$ cat config.mk
export PLATFORM = sky130hd
export DESIGN_NAME = v3alu_sqrt
export DESIGN_NICKNAME = d
export VERILOG_FILES = /design/src/rtl/v3alu_sqrt.sv
export SDC_FILE = /design/constraint.sdc
export NUM_CORES = 2
export LEC_CHECK = 0
export CAP_MARGIN = 20
export CORE_MARGIN = 2
export CORE_UTILIZATION = 58
export DETAILED_ROUTE_END_ITERATION = 12
export DONT_BUFFER_PORTS = 1
export PLACE_DENSITY = 0.77
export SKIP_CTS_REPAIR_TIMING = 1
export SYNTH_ARGS = -nofsm -noshare
export SYNTH_HDL_FRONTEND = slang
export SYNTH_SLANG_ARGS = --single-unit
$ cat constraint.sdc
create_clock -name i_clk -period 3.6 [get_ports i_clk]
set_input_delay 0.72 -clock i_clk [delete_from_list [all_inputs] [get_ports i_clk]]
set_output_delay 0.72 -clock i_clk [all_outputs]
set_load 0.03 [all_outputs]
$ cat src/rtl/v3alu_sqrt.sv
// Pipelined integer square root, one root bit per stage.
`default_nettype none
module v3alu_sqrt #(
    parameter int WORD_BITS = 32
) (
    input  logic                   i_clk,
    input  logic                   i_en,
    input  logic [2*WORD_BITS-1:0] i_rad,
    output logic [WORD_BITS-1:0]   o_root
);
    localparam int W = WORD_BITS;

    logic [W-1:0]   r_rem  [W];
    logic [W-1:0]   r_root [W];
    logic [2*W-1:0] r_rad  [W];
    logic [W-1:0]   n_rem  [W];
    logic [W-1:0]   n_root [W];
    logic [2*W-1:0] n_rad  [W];

    // each stage brings down two radicand bits and tries root*4+1
    always_comb begin
        logic [W-1:0]   rem_in;
        logic [W-1:0]   root_in;
        logic [2*W-1:0] rad_in;
        logic [W+1:0]   rem_sh;
        logic [W+1:0]   trial;
        for (int k = 0; k < W; k++) begin
            if (k == 0) begin
                rem_in  = '0;
                root_in = '0;
                rad_in  = i_rad;
            end else begin
                rem_in  = r_rem[k-1];
                root_in = r_root[k-1];
                rad_in  = r_rad[k-1];
            end
            rem_sh = {rem_in, rad_in[2*W-1 -: 2]};
            trial  = {root_in, 2'b01};
            if (rem_sh >= trial) begin
                n_rem[k]  = W'(rem_sh - trial);
                n_root[k] = {root_in[W-2:0], 1'b1};
            end else begin
                n_rem[k]  = W'(rem_sh);
                n_root[k] = {root_in[W-2:0], 1'b0};
            end
            n_rad[k] = {rad_in[2*W-3:0], 2'b00};
        end
    end

    always_ff @(posedge i_clk) begin
        if (i_en) begin
            for (int k = 0; k < W; k++) begin
                r_rem[k]  <= n_rem[k];
                r_root[k] <= n_root[k];
                r_rad[k]  <= n_rad[k];
            end
        end
    end

    assign o_root = r_root[W-1];
endmodule
`default_nettype wire

# == After elaboration in Yosys (flattened, before gate mapping) ==
# Memories as Yosys holds them, arrays and structs flattened.
# Cells that the tools add are included.
# W data, S select, Z words.
# word_totals
output_inout_bits,32
mem_count,3
ramBits,4032
register_bits,0
inputBits,66
# classes
n_lt_le_gt_ge,32
muxes,66
addsub,32
# memory_table
memory,words,word_bits,rd,rd_ports_with_merged_regs,wr,line_no,source
r_rad,32,62,31,0,32,15,logic [2*W-1:0] r_rad [W];
r_rem,32,32,31,0,32,13,logic [W-1:0] r_rem [W];
r_root,32,32,32,0,32,14,logic [W-1:0] r_root [W];
# ops
operator,count
$ge A34 B34 Y1,31
$mux W32,32
$sub A32 B32 Y32,31
$mux W1,34
$sub A2 B1 Y3 const B,1
$ge A2 B1 Y1 const B,1

# == Depth between registers and ports, before layout ==
# An unclocked memory read counts as a cell.
# depth
word_depth,3
ltp_mapped,15
mapped_depth_nobuf,14

# == Worst setup path before layout ==
# Ideal clock, no wire load.
# synth_path
path_type,reg-to-reg
from,mem r_rem[1][384] in the netlist's numbering
to,"mem r_rem[1][436] in the netlist's numbering, data pin"
path_stages_with_launch,13
path_slack_ps,-10
n_path_buf,2
synth_period_minus_slack_ps,3610
arrival_ps,3350
required_time_ps,3340
cell_sequence,edfxtp_1 > ha_1 > nor2b_1 > o21a_1 > a31o_2 > o41ai_2 > o21bai_1 > a311oi_1 > o21ai_1 > a221o_1 > clkbuf_1 > buf_2 > mux2_2
# synth_rtl
item,line_no
"start, declared",13

==> impl_metrics.env <==
export IMPL_status="complete, no violations"
export IMPL_setup_viol=0
export IMPL_ys_seq_area_frac=0.652
export IMPL_max_cap_violations=0
export IMPL_synth_area_per_cell_sq_um=13.2
export IMPL_cts_max_path_buffers=4
export IMPL_drive_above_1_share=0.0902
export IMPL_peakVddDrop_uv=660
export IMPL_fmax_mhz=281
export IMPL_slew_viol_final=0
export IMPL_htree_levels=5
export IMPL_numCtsBuffers=275
export IMPL_worstSkewPairLatency_ps=930
export IMPL_gp_congestion=0.915
export IMPL_postSynthCellCount=8628
export IMPL_grt_ovfl_total=0
export IMPL_synthDistinctLibCells=89
export IMPL_worst_pin_slew_ps=967
export IMPL_via_count=68400
export IMPL_place_inst=11300
export IMPL_max_stage_delay_ps=440
export IMPL_post_route_min_period_ps=3560
export IMPL_synthArstFlopShare=0
export IMPL_portBuffers=0
export IMPL_path_clk_slew_ps=60
export IMPL_cts_tree="built"
export IMPL_finalCritPeriodShare=0.989
export IMPL_crit_chain="or3_4 -> or4_4 -> or4_4 -> or3_4 -> or3_4 -> nor4_4 -> nand2_2 -> nor3_4 -> buf_6 -> nor2_1 -> a32o_2"
export IMPL_ant_nets=0
export IMPL_dpl_hpwl_mm=161
export IMPL_antenna_found_initial=3
export IMPL_clock_skew_ps=44.3
export IMPL_cpMaxStageDelayCell="or4_4"
export IMPL_grt_max_degree=122
export IMPL_synth_warnings=0
export IMPL_start_kind="register"
export IMPL_ys_ff_latch=2466
export IMPL_clock_root_buffer="clkbuf_16"
export IMPL_drt_iter0_markers=5192
export IMPL_path_common_cell="or3_4"
export IMPL_syn_nets=9255
export IMPL_grt_pass1_vias=67500
export IMPL_cp_arrival_ps=4230
export IMPL_worstSetupPathType="register to register"
export IMPL_synth_top_family_by_area="simple AND/OR/NAND/NOR gates"
export IMPL_synth_fa_ha_area_frac=0.0618
export IMPL_wl_per_cell_um=19.4
export IMPL_die_area_sq_mm=0.199
export IMPL_synthMuxAreaShare=0.00739
export IMPL_nNetsFinal=9707
export IMPL_cellPowerDensity_mw_per_mm2=648
export IMPL_core_sq_mm=0.195
export IMPL_critPathCaptureType="register"
export IMPL_grt_total_usage=0.228
export IMPL_row_count=162
export IMPL_firstDrtPassIters=6
export IMPL_die_w_um=446
export IMPL_crit_required_ps=4270
export IMPL_synth_edf_count=2466
export IMPL_stdcell_count=11900
export IMPL_via_per_inst=5.76
export IMPL_syn_to_final_growth_pct=13.0
export IMPL_finalSetupTns_ps=0
export IMPL_grt_pass1_wl_mm=360
export IMPL_crit_fanout=5
export IMPL_power_total_mw=83.1
export IMPL_leakage_nw=49.6
export IMPL_clock_sinks=2466
export IMPL_fp_dieH_um=446
export IMPL_start_util=0.583
export IMPL_hp_class="primary input to register"
export IMPL_synth_compound_area_frac=0.0939
export IMPL_synthesis_area_sq_mm=0.114
export IMPL_finalHoldViolCount=0
export IMPL_slew_headroom=0.350
export IMPL_io_pins=98
export IMPL_synthXorXnorAreaFrac=0.0607
export IMPL_synthSimpleGateAreaFrac=0.0961
export IMPL_rsz0062_at_grt="true"
export IMPL_drc=0
export IMPL_wl_mm=231
export IMPL_ys_flop_type="edfxtp_1"
-- flip-flops by register name, summed over array words and instances, names as in the netlist --
register	cells
r_rad	992
r_rem	946
r_root	528
-- metal layers --
layer	routed length [um]	GRT usage
met5	13	0
met4	9480	0.0958
met3	9950	0.0319
met2	117000	0.399
met1	94400	0.284
-- power by group --
group | internal [mW] | switching [mW] | leakage, nW | total, mW
Clock | 16.1 | 10.7 | 4.18 | 26.9
Sequential | 36.4 | 2.56 | 23.7 | 39.0
Combinational | 7.55 | 9.71 | 21.7 | 17.3
Total | 60.1 | 23.0 | 49.6 | 83.1
-- cell usage after synthesis, drive strengths merged, types with 63 or more instances --
cell / instances / area share
nand2: 555 / 0.018
a21o: 252 / 0.017
nand4: 111 / 0.0061
o21ai: 444 / 0.020
mux2: 63 / 0.0062
clkbuf: 116 / 0.0038
nor2b: 81 / 0.0045
xor2: 397 / 0.031
nor4: 91 / 0.0052
a21oi: 524 / 0.023
nor3: 204 / 0.0091
xnor2: 390 / 0.030
inv: 694 / 0.023
nor2: 521 / 0.017
edfxtp: 2466 / 0.65
nand2b: 110 / 0.0061
nand3: 120 / 0.0053
o21a: 108 / 0.0071
or3: 91 / 0.0052
ha: 561 / 0.062
-- placed cells by master, fill, tap and decap left out, types with 195 or more instances in the layout --
| cell type | n |
|---|---|
| buf_4 | 201 |
| nor3_1 | 195 |
| xnor2_1 | 390 |
| edfxtp_1 | 2466 |
| ha_1 | 560 |
| a21oi_1 | 522 |
| clkbuf_16 | 282 |
| nand2_1 | 554 |
| a21o_1 | 252 |
| o21ai_0 | 427 |
| nor2_1 | 518 |
| xor2_1 | 397 |
| inv_1 | 693 |
-- layout make-up --
type                    count  area (sq um)
clock buffers             326          7220
diodes                      1          2.50
flip-flops and latches   2466         74100
inverters                 697          2620
multi-input cells        5329         36800
well taps                2624          3280
repair buffers            311          3020
fillers                 13700         66500
clock inverters           137          1350
-- critical path, delay by kind of cell, from the launching register on --
family / cells / cell delay [ps]
flip-flops: 1 / 380
AO/OA/AOI/OAI: 1 / 250
buffers and inverters: 1 / 160
AND/OR/NAND/NOR: 9 / 2530
-- per-stage QoR --
stage | worst slack [ps] | area, sq um | utilization | hold slack (ps)
floorplan | 68.0 | 114000 | - | 400
global placement | 38.3 | 119000 | 0.609 | 400
detailed placement | -49.4 | 119000 | 0.609 | 405
CTS | -97.2 | 127000 | 0.653 | -187
global route | -40.9 | 128000 | 0.659 | 322
finish | 39.8 | 128000 | 0.659 | 315
-- kinds of logic (layout without fill, tap and decap cells) --
logic type               Yosys count  after routing
AO/OA/AOI/OAI                   1722           1722
XOR/XNOR                         787            787
adder cells (fa/ha/maj)          561            561
buffers and inverters            833           1471
flip-flops                      2466           2466
multiplexers                      76             76
other                              1              2
AND/OR/NAND/NOR                 2182           2182
-- final timing paths --
check / cells past startpoint / endpoint / slack, ps / start
worst max-delay path: 11 / r_rem[1][9] / 40 / r_rem[0][498]
worst min-delay path: 1 / r_rad[0][1] / 320 / i_en
worst max register to register: 11 / r_rem[1][9] / 40 / r_rem[0][498]
worst min register to register: 0 / r_rad[0][452] / 390 / r_rad[0][388]
No activity file was read; power rests on OpenSTA's default activity.
