### src/rtl/v3alu_delay.sv
// Enable-gated register line that keeps side data aligned with the long units.
`default_nettype none
module v3alu_delay #(
    parameter int WIDTH = 8,
    parameter int DEPTH = 4
) (
    input  logic             i_clk,
    input  logic             i_en,
    input  logic [WIDTH-1:0] i_d,
    output logic [WIDTH-1:0] o_q
);
    logic [WIDTH-1:0] r_line [DEPTH];

    // shift one place per advancing cycle
    always_ff @(posedge i_clk) begin
        if (i_en) begin
            r_line[0] <= i_d;
            for (int k = 1; k < DEPTH; k++) begin
                r_line[k] <= r_line[k-1];
            end
        end
    end

    assign o_q = r_line[DEPTH-1];
endmodule
`default_nettype wire

### config.mk
export PLATFORM = sky130hd
export DESIGN_NAME = v3alu_delay
export DESIGN_NICKNAME = d
export VERILOG_FILES = /design/src/rtl/v3alu_delay.sv
export SDC_FILE = /design/constraint.sdc
export NUM_CORES = 1
export LEC_CHECK = 0
export ABC_AREA = 1
export BUFFER_PORTS_ARGS = -buffer_cell sky130_fd_sc_hd__buf_2
export CAP_MARGIN = 30
export CELL_PAD_IN_SITES_DETAIL_PLACEMENT = 1
export CELL_PAD_IN_SITES_GLOBAL_PLACEMENT = 1
export CORE_MARGIN = 3
export CORE_UTILIZATION = 48
export DETAILED_ROUTE_END_ITERATION = 8
export GPL_TIMING_DRIVEN = 0
export PLACE_DENSITY = 0.86
export SLEW_MARGIN = 20
export SYNTH_ARGS = -nofsm -noshare
export SYNTH_HDL_FRONTEND = slang
export SYNTH_SLANG_ARGS = --single-unit
### constraint.sdc
create_clock -name i_clk -period 1.3 [get_ports i_clk]
set_input_delay 0.325 -clock i_clk [delete_from_list [all_inputs] [get_ports i_clk]]
set_output_delay 0.325 -clock i_clk [all_outputs]
set_load 0.02 [all_outputs]
Yosys cells after proc, flatten, opt, wreduce, memory -nomap -nowiden:

Memories as Yosys holds them, arrays and structs flattened.
Cells that the tools add are included.

* flip-flop bits (word level): 0
* memory bits (writable): 32
* input bits: 10
* output and inout port bits: 8
* word-level logic and storage cells: 3
* memories: 1

* mux-type cells: 2

Memory list
* r_line: depth 4, width 8, read ports 4, clocked after memory_dff 0, write ports 4, RTL line 12 `logic [WIDTH-1:0] r_line [DEPTH];`

Operator list (count)
* $mux W1: 2

Longest topological paths before layout:

Gate-level depths: netlist of the first run.

* depth after elaboration: 2
* depth in mapped cells: 0
* gate-level depth less buffers: 0

Worst setup path before layout of the first run:

Ideal clock, no wire load.

* path kind: register to output
* from: mem r_line[3][0]
* to: out o_q[0]
* arrival: 0.449 ns
* data required time: 0.975 ns
* slack: 0.526 ns
* cell stages (with the launch flop): 1
* path buffers: 0
* path through: edfxtp_1

RTL lines
* from (decl): RTL line 12
* to (decl): RTL line 10 `output logic [WIDTH-1:0] o_q`

==> impl_results.md, run 1 <==
* Number of buffers created by CTS at 5
* Post-CTS Resized at 0
* Crit-path max cell delay at 0.38 ns
* GR Overflow Total at 0
* Max_slew headroom at 56.3%
* Post-Layout Cell Count at 81
* Worst slew pin tran at 0.656 ns
* # nets final at 66
* Vias at 387
* Clock share of power at 27.0%
* First-pass GRT wire length at 1.74 mm
* Final Cell Area at 1120 sq um
* RSZ-0062 raised after global routing: no
* Clock sink total at 32
* Seq cells post-synth at 32
* Synth warnings at 0
* Top Registers: r_line: 32 flops
* Footprint of the multi-input gates at 0 sq um
* Drt initial violations at 5
* Status: finished clean
* Grt met2 use at 18.7%
* Vias per cell at 4.78
* Root buf cell: clkbuf_4
* Most frequent cells in the layout: 32 x edfxtp_1, 17 x buf_2, 5 x clkbuf_4
* Total track usage at 10.7%
* Internal power at 0.00143 W
* Design Power at 0.00177 W
* CTS tree: yes
* GR Util met1 at 9.45%
* Initial core utilization at 53.3%
* Number of flip-flops in the largest register at 32
* Power density over cell area at 1580 nW/um^2
* Setup TNS at 0 ns
* Crit path DAT at 0.85 ns
* VDD IR max at 1050 uV
* WL final at 1.13 mm
* Pleak at 0.408 nW
* Die ar. at 2570 sq um
* Final setup fails at 0
* Seq pwr share at 69.5%
* Mapped cell area at 961 sq um
* Switch share at 19.2%
* Largest net degree at the start of global routing at 33
* Row Count at 15
* Crit end category: output port
* Layout cell share with drive strength beyond 1 at 41.1%
* Critical path cell sequence: buf_2
* Placer's final routability congestion estimate at 0.602
* Diodes inserted at 0
* IO Pins at 18
* Fin crit share at 90.1%
* ANT nets after route at 0
* Die width at 50.7 um
* Synthesized netlist net count at 42
* DRC at 0
* Max Freq at 853 MHz
* Crit-path max FO at 1
* Sequential area share after synthesis at 100%
* Hold/Removal Path Class: in2reg
* Net Switching at 0.000341 W
* Distinct cell type count after synthesis at 1
* Setup bufs post-CTS at 0
* Hold_buf cts at 0
* Setup ws final at 0.128 ns
* Area Growth Syn to Fin at 16.9%
* Logic pwr share at 3.5%
* Die height at 50.7 um
* Clk buf depth at 2
* Biggest register: r_line
* Required time worst endpoint at 0.98 ns
* Clk_lat worst skew at 0.30 ns
* Placed inst area at 1080 sq um
* Startpoint Class: flop
* Multi-In Gates at 0
* Critical-path top delay cell: edfxtp_1
* Delay-heaviest family, CP: flip-flops
* Fillers at 166
* GRT met3 Usage at 4.45%
* H-tree depth at 2
* Crit path time final at 1.17 ns
* Busiest layer in global routing: met2
* Mean Syn Cell Area at 30.0 sq um
* Initial antenna violation count at 0
* Clock-pin slew on the worst setup and hold paths at 0.09 ns
* Port bufs at 17
* MaxCap Viol Count at 0
* Drt pass-1 iters at 3
* Placed cell count at 74
* Worst path bufs/invs at 1
* Commonest non-fill, non-tap cell in the layout: edfxtp_1
* Final hold vios at 0
* Wire per inst at 14.0 um
* Kind of critical path: reg2out
* Worst clock skew at 0.00734 ns
* Cell count after synthesis at 32
* Place WS at 0.0541 ns
* Core Box Area at 1800 sq um
* Slew Limit Fails at 0
* Vias in the first global route at 390
metrics by stage:
stage / hold slack [ns] / util, %
floorplan: 0.400 / -
global placement: 0.400 / 59.8
detailed placement: 0.405 / 59.8
CTS: 0.175 / 62.4
global route: 0.160 / 62.4
finish: 0.188 / 62.4
area by class of cell:
cell class            instances  area (sq um)  share of cell area [%]
timing repair buffer         17          85.1                    7.57
clock inverter                1          5.00                   0.445
tap                          25          31.3                    2.78
sequential                   32           961                    85.5
clock buffer                  6          41.3                    3.67
per-layer routing:
layer  vias up  routed length (um)
met5         -                   0
met4         0                  23
met3         4                 100
met2        21                 585
met1       186                 422
li1        176                   -
cells by family after synthesis:
logic type  synth area share (%)
flip-flops                   100
synthesized netlist by cell type:
cell      count  share of area (%)
edfxtp_1     32                100
power groups by stage:
stage	registers, W	logic (W)	clock network, W
final	0.00123	0.0000613	0.000479
after global placement	0.00125	0.0000591	0
after floorplan	0.00127	0	0
after detailed placement	0.00126	0.0000631	0
after global routing	0.00124	0.0000672	0.000542
after CTS	0.00123	0.0000628	0.000496
worst paths after layout:
kind | slack [ns] | depth (start not counted) | end | startpoint
max reg2reg | 0.65 | 0 | r_line[1][3] | r_line[0][3]
min reg2reg | 0.43 | 0 | r_line[2][1] | r_line[1][1]
max | 0.13 | 1 | o_q[2] | r_line[3][2]
min | 0.19 | 1 | r_line[0][4] | i_d[4]
Power figures use the tool's default switching activity.
==> run 2: changes to the inputs <==
--- a/config.mk
+++ b/config.mk
@@ -9,12 +9,12 @@
 export BUFFER_PORTS_ARGS = -buffer_cell sky130_fd_sc_hd__buf_2
 export CAP_MARGIN = 30
 export CELL_PAD_IN_SITES_DETAIL_PLACEMENT = 1
-export CELL_PAD_IN_SITES_GLOBAL_PLACEMENT = 1
+export CELL_PAD_IN_SITES_GLOBAL_PLACEMENT = 2
 export CORE_MARGIN = 3
-export CORE_UTILIZATION = 48
+export CORE_UTILIZATION = 40
 export DETAILED_ROUTE_END_ITERATION = 8
 export GPL_TIMING_DRIVEN = 0
-export PLACE_DENSITY = 0.86
+export PLACE_DENSITY = 0.82
 export SLEW_MARGIN = 20
 export SYNTH_ARGS = -nofsm -noshare
 export SYNTH_HDL_FRONTEND = slang
==> constraint.sdc (replaced) <==
create_clock -name i_clk -period 1.22 [get_ports i_clk]
set_input_delay 0.305 -clock i_clk [delete_from_list [all_inputs] [get_ports i_clk]]
set_output_delay 0.305 -clock i_clk [all_outputs]
set_load 0.02 [all_outputs]
==> run 2 against run 1 <==
  * Non-clock buffer count unchanged
  * Power up 4.0%
  * Critical path depth unchanged
  * First-iteration DRC count down 40%
  * Sequential power up 7%
  * Critical endpoint is now o_q[4]
  * Largest power group unchanged
  * Highest routed layer unchanged
==> impl_results.md, run 2 (synthesis gave the netlist of run 1 again) <==
* Status: finished clean (unchanged)
* ANT nets after route at 0 (unchanged)
* Footprint of the multi-input gates at 0 sq um (unchanged)
* Area Growth Syn to Fin at 17.1% (was 16.9%)
* Die width at 55.0 um (was 50.7 um)
* Flip-flop and latch area at 961 sq um (unchanged)
* MaxCap Viol Count at 0 (unchanged)
* IO Pins at 18 (unchanged)
* Hold_buf cts at 0 (unchanged)
* GRT met3 Usage at 6.43% (was 4.45%)
* Number of buffers created by CTS at 5 (unchanged)
* Die height at 55.0 um (was 50.7 um)
* Crit-path max cell delay at 0.39 ns (was 0.38 ns)
* Crit path depth at 1 (unchanged)
* Initial antenna violation count at 0 (unchanged)
* Crit path time final at 1.14 ns
* Post-Layout Cell Count at 82 (was 81)
* Pleak at 0.405 nW (was 0.408 nW)
* WL final at 973 um (was 1.13 mm)
* Critical path cell sequence: buf_6 (was buf_2)
* Biggest register: r_line (unchanged)
* Critical R2R Launch: r_line[1][4] (was r_line[0][3])
* Root buf cell: clkbuf_4 (unchanged)
* Worst path bufs/invs at 1 (unchanged)
* Vias in the first global route at 332 (was 390)
* Worst Reg-to-Reg Cells at 0 (unchanged)
* Max_slew headroom at 56.0% (was 56.3%)
* Startpoint Class: flop (unchanged)
* Commonest non-fill, non-tap cell in the layout: edfxtp_1 (unchanged)
* Worst Hold Path EP: r_line[0][4] (unchanged)
* Die ar. at 3030 sq um (was 2570 sq um)
* Drt initial violations at 3 (was 5)
* Largest net degree at the start of global routing at 33 (unchanged)
* Vias at 380 (was 387)
* Crit end category: output port (unchanged)
* Drt pass-1 iters at 2 (was 3)
* Clock sink total at 32 (unchanged)
* Hold_sp: i_d[4] (unchanged)
* Critical-path top delay cell: edfxtp_1 (unchanged)
* Placer's final routability congestion estimate at 0.569 (was 0.602)
* Setup bufs post-CTS at 0 (unchanged)
* DRC at 0 (unchanged)
* Grt met2 use at 11.8% (was 18.7%)
* Setup crit start: r_line[3][4] (was r_line[3][2])
* Total track usage at 8.68% (was 10.7%)
* Final Cell Area at 1120 sq um (about the same)
* # nets final at 66 (unchanged)
* Number of flip-flops in the largest register at 32 (unchanged)
* GR Util met1 at 7.61% (was 9.45%)
* GR Overflow Total at 0 (unchanged)
* Wire per inst at 11.9 um (was 14.0 um)
* Clock-pin slew on the worst setup and hold paths at 0.08 ns (was 0.09 ns)
* Max Freq at 876 MHz
* Placed inst area at 1080 sq um (about the same)
* Fillers at 222 (was 166)
* Row Count at 17 (was 15)
* Setup TNS at 0 ns (unchanged)
* First-pass GRT wire length at 1.49 mm (was 1.74 mm)
* Multi-In Gates at 0 (unchanged)
* Layout cell share with drive strength beyond 1 at 40.7% (was 41.1%)
* Hold/Removal Path Class: in2reg (unchanged)
* Top Registers: r_line: 32 flops (unchanged)
* VDD IR max at 917 uV (was 1050 uV)
* Delay-heaviest family, CP: flip-flops (unchanged)
* Clk_lat worst skew at 0.31 ns (was 0.30 ns)
* H-tree depth at 2 (unchanged)
* Most frequent cells in the layout: 32 x edfxtp_1, 16 x buf_2, 5 x clkbuf_4 (was 32 x edfxtp_1, 17 x buf_2, 5 x clkbuf_4)
* Final setup fails at 0 (unchanged)
* Core Box Area at 2250 sq um (was 1800 sq um)
* Diodes inserted at 0 (unchanged)
* Slew Limit Fails at 0 (unchanged)
* Crit-path max FO at 1 (unchanged)
* Final hold vios at 0 (unchanged)
* CTS tree: yes (unchanged)
* Port bufs at 17 (unchanged)
* Busiest layer in global routing: met2 (unchanged)
* Worst slew pin tran at 0.660 ns (was 0.656 ns)
* Vias per cell at 4.63 (was 4.78)
* Crit path DAT at 0.84 ns (was 0.85 ns)
* Clk buf depth at 2 (unchanged)
* Worst clock skew at 0.00318 ns (was 0.00734 ns)
* Kind of critical path: reg2out (unchanged)
* Placed cell count at 77 (was 74)
* Initial core utilization at 42.6% (was 53.3%)
* Worst hold stages at 1 (unchanged)
* Fin crit share at 93.5%
* RSZ-0062 raised after global routing: yes (was no)
* Required time worst endpoint at 0.91 ns (was 0.98 ns)
* RR Endpoint: r_line[2][4] (was r_line[1][3])
* Worst R2R Setup Slack at 0.58 ns (was 0.65 ns)
* Power density over cell area at 1640 nW/um^2 (was 1580 nW/um^2)
run 2: cell types whose count changed in the layout (fill, tap and decap cells not counted), sizes merged:
cell,change
clkbuf,-1
clkinv,-1
run 2: how the worst max path moves through the flow:
stage	endpoint	slack, ns
2_1_floorplan	o_q[0]	0.47
3_3_place_gp	r_line[3][6]	0.04
3_5_place_dp	r_line[3][3]	-0.01
4_1_cts	o_q[4]	0.04
5_1_grt	o_q[4]	-0.003
6_report	o_q[4]	0.08
run 2: report_power, final:
group / internal [W] / switching (W)
sequential: 0.00129 / 0.0000167
combinational: 0.0000217 / 0.0000446
clock: 0.000192 / 0.000276
run 2: metal layers:
metal  vias up  wire [um]
met3         6        119
met5         -          0
met2        23        503
met1       178        314
met4         0         35
li1        173          -
run 2: cell type report:
cell class            instances  share of cell area [%]
sequential                   32                    85.4
clock buffer                  5                    3.34
tap                          28                    3.11
timing repair buffer         17                    8.12
run 2: what timing repair did:
action                     in CTS  in global routing
hold endpoints to repair        0                  0
gates resized for setup         0                  2
setup endpoints to repair       0                  1
run 2: per-stage QoR:
| step | worst slack [ns] | utilization, % | total power (W) | hold WS [ns] |
|---|---|---|---|---|
| global placement | 0.0419 | 47.9 | 0.00139 | 0.402 |
| floorplan | 0.466 | - | 0.00135 | 0.400 |
| detailed placement | -0.0127 | 47.9 | 0.00140 | 0.406 |
| CTS | 0.0437 | 49.6 | 0.00188 | 0.148 |
| global route | -0.00275 | 49.9 | 0.00195 | 0.138 |
| finish | 0.0788 | 49.9 | 0.00184 | 0.167 |
==> run 3: changes to the inputs <==
--- a/config.mk
+++ b/config.mk
@@ -5,16 +5,15 @@
 export SDC_FILE = /design/constraint.sdc
 export NUM_CORES = 1
 export LEC_CHECK = 0
-export ABC_AREA = 1
 export BUFFER_PORTS_ARGS = -buffer_cell sky130_fd_sc_hd__buf_2
 export CAP_MARGIN = 30
 export CELL_PAD_IN_SITES_DETAIL_PLACEMENT = 1
 export CELL_PAD_IN_SITES_GLOBAL_PLACEMENT = 2
 export CORE_MARGIN = 3
-export CORE_UTILIZATION = 40
+export CORE_UTILIZATION = 36
 export DETAILED_ROUTE_END_ITERATION = 8
-export GPL_TIMING_DRIVEN = 0
-export PLACE_DENSITY = 0.82
+export GPL_TIMING_DRIVEN = 1
+export PLACE_DENSITY = 0.78
 export SLEW_MARGIN = 20
 export SYNTH_ARGS = -nofsm -noshare
 export SYNTH_HDL_FRONTEND = slang
==> constraint.sdc (replaced) <==
create_clock -name i_clk -period 1 [get_ports i_clk]
set_input_delay 0.25 -clock i_clk [delete_from_list [all_inputs] [get_ports i_clk]]
set_output_delay 0.25 -clock i_clk [all_outputs]
set_load 0.02 [all_outputs]
==> run 3 against run 2 <==
  * The flow now finishes with violations (negative setup slack)
  * Global-route usage decreased by 0.77 points
  * Utilization decreased by 2.7 points
  * Wire length up 14%
  * Combinational power is 51% higher
==> impl_results.md, run 3 (synthesis gave the netlist of run 1 again) <==
* Status: finished, violations left (was finished clean)
* Violated checks: negative setup slack
* Die ar. at 3330 sq um (was 3030 sq um)
* Number of buffers created by CTS at 5 (unchanged)
* Final setup fails at 8 (was 0)
* Top Registers: r_line: 32 flops (unchanged)
* Worst Reg-to-Reg Cells at 0 (unchanged)
* Die height at 57.7 um (was 55.0 um)
* Fin crit share at 110%
* Crit end category: output port (unchanged)
* VDD IR max at 1180 uV (was 917 uV)
* Hold/Removal Path Class: in2reg (unchanged)
* Final Util at 47.1% (was 49.9%)
* Delay-heaviest family, CP: flip-flops (unchanged)
* # nets final at 68 (was 66)
* Worst slew pin tran at 0.129 ns (was 0.660 ns)
* Biggest register: r_line (unchanged)
* Vias at 394 (was 380)
* Crit path depth at 1 (unchanged)
* Vias per cell at 4.43 (was 4.63)
* Total track usage at 7.91% (was 8.68%)
* Critical-path top delay cell: edfxtp_1 (unchanged)
* Initial antenna violation count at 0 (unchanged)
* H-tree depth at 2 (unchanged)
* Layout cell share with drive strength beyond 1 at 40.7% (about the same)
* Critical path cell sequence: buf_6 (unchanged)
* WL final at 1.11 mm (was 973 um)
* Wire per inst at 12.5 um (was 11.9 um)
* Placer's final routability congestion estimate at 0.588 (was 0.569)
* Max_slew headroom at 91.4% (was 56.0%)
* Clk_lat worst skew at 0.31 ns (about the same)
* CTS tree: yes (unchanged)
* Initial core utilization at 38.4% (was 42.6%)
* RSZ-0062 raised after global routing: yes (unchanged)
* Most frequent cells in the layout: 32 x edfxtp_1, 14 x buf_2, 5 x clkbuf_4 (was 32 x edfxtp_1, 16 x buf_2, 5 x clkbuf_4)
* Drt pass-1 iters at 4 (was 2)
* Final hold vios at 0 (unchanged)
* Number of flip-flops in the largest register at 32 (unchanged)
* Crit-path max FO at 1 (unchanged)
* Power density over cell area at 1990 nW/um^2 (was 1640 nW/um^2)
* Core Box Area at 2500 sq um (was 2250 sq um)
* ANT nets after route at 0 (unchanged)
* Root buf cell: clkbuf_4 (unchanged)
* Largest net degree at the start of global routing at 25 (was 33)
* Setup ws final at -0.0969 ns (was 0.0788 ns)
* Drt initial violations at 4 (was 3)
* Diodes inserted at 0 (unchanged)
* IO Pins at 18 (unchanged)
* MaxCap Viol Count at 0 (unchanged)
* Pleak at 0.428 nW (was 0.405 nW)
* Clock sink total at 32 (unchanged)
* Die width at 57.7 um (was 55.0 um)
* Worst clock skew at 0.0114 ns (was 0.00318 ns)
* Setup bufs post-CTS at 0 (unchanged)
* Post-CTS Resized at 2 (was 0)
* Kind of critical path: reg2out (unchanged)
* Port bufs at 17 (unchanged)
* Required time worst endpoint at 0.75 ns (was 0.91 ns)
* Final Hold Slack at 0.107 ns (was 0.167 ns)
* Worst path bufs/invs at 1 (unchanged)
* Clock-pin slew on the worst setup and hold paths at 0.09 ns (was 0.08 ns)
* DRC at 0 (unchanged)
* Multi-In Gates at 0 (unchanged)
* Area Growth Syn to Fin at 22.7% (was 17.1%)
* GR Overflow Total at 0 (unchanged)
* Crit-path max cell delay at 0.39 ns (about the same)
* Crit path DAT at 0.85 ns (was 0.84 ns)
* Vias in the first global route at 414 (was 332)
* Commonest non-fill, non-tap cell in the layout: edfxtp_1 (unchanged)
* Slew Limit Fails at 0 (unchanged)
* Clk buf depth at 2 (unchanged)
* Fillers at 235 (was 222)
* Footprint of the multi-input gates at 0 sq um (unchanged)
* Max Freq at 912 MHz
* First-pass GRT wire length at 1.75 mm (was 1.49 mm)
* Row Count at 18 (was 17)
* Worst hold stages at 1 (unchanged)
* Crit path time final at 1.10 ns
* Startpoint Class: flop (unchanged)
* Flip-flop and latch area at 961 sq um (unchanged)
* Hold_buf cts at 0 (unchanged)
==> run 3: power by group <==
part | switching, W | internal (W) | leakage [nW]
clock | 0.000373 | 0.000270 | 0.0269
combinational | 0.0000579 | 0.0000422 | 0.0874
sequential | 0.0000228 | 0.00158 | 0.313
==> run 3: area by class of cell <==
class	instances	share of cell area, %
sequential	32	81.5
timing repair buffer	19	11.1
clock buffer	7	3.82
tap	30	3.18
clock inverter	1	0.318
==> run 3: per-stage QoR <==
| step | setup WS [ns] | setup TNS [ns] | cells | total power (W) | area, sq um |
|---|---|---|---|---|---|
| global route | -0.158 | -1.16 | 89 | 0.00245 | 1180 |
| floorplan | 0.301 | 0 | 32 | 0.00165 | 961 |
| detailed placement | 0.149 | 0 | 81 | 0.00173 | 1110 |
| global placement | 0.164 | 0 | 81 | 0.00171 | 1110 |
| CTS | -0.121 | -0.879 | 89 | 0.00237 | 1170 |
| finish | -0.0969 | -0.697 | 89 | 0.00234 | 1180 |
==> run 3: metal layers <==
layer | up-vias | part of all wire (%) | track usage, %
met5 | - | 0 | 0
met4 | 0 | 1.3 | 5.96
met3 | 2 | 10 | 4.68
met2 | 20 | 53 | 12.9
met1 | 191 | 36 | 7.08
li1 | 181 | - | -
==> run 3: worst paths after layout <==
check	startpoint	endpoint	slack, ns
worst max-delay path	r_line[3][2]	o_q[2]	-0.1
worst min-delay path	i_d[0]	r_line[0][0]	0.11
worst max register to register	r_line[0][2]	r_line[1][2]	0.35
worst min register to register	r_line[1][6]	r_line[2][6]	0.42
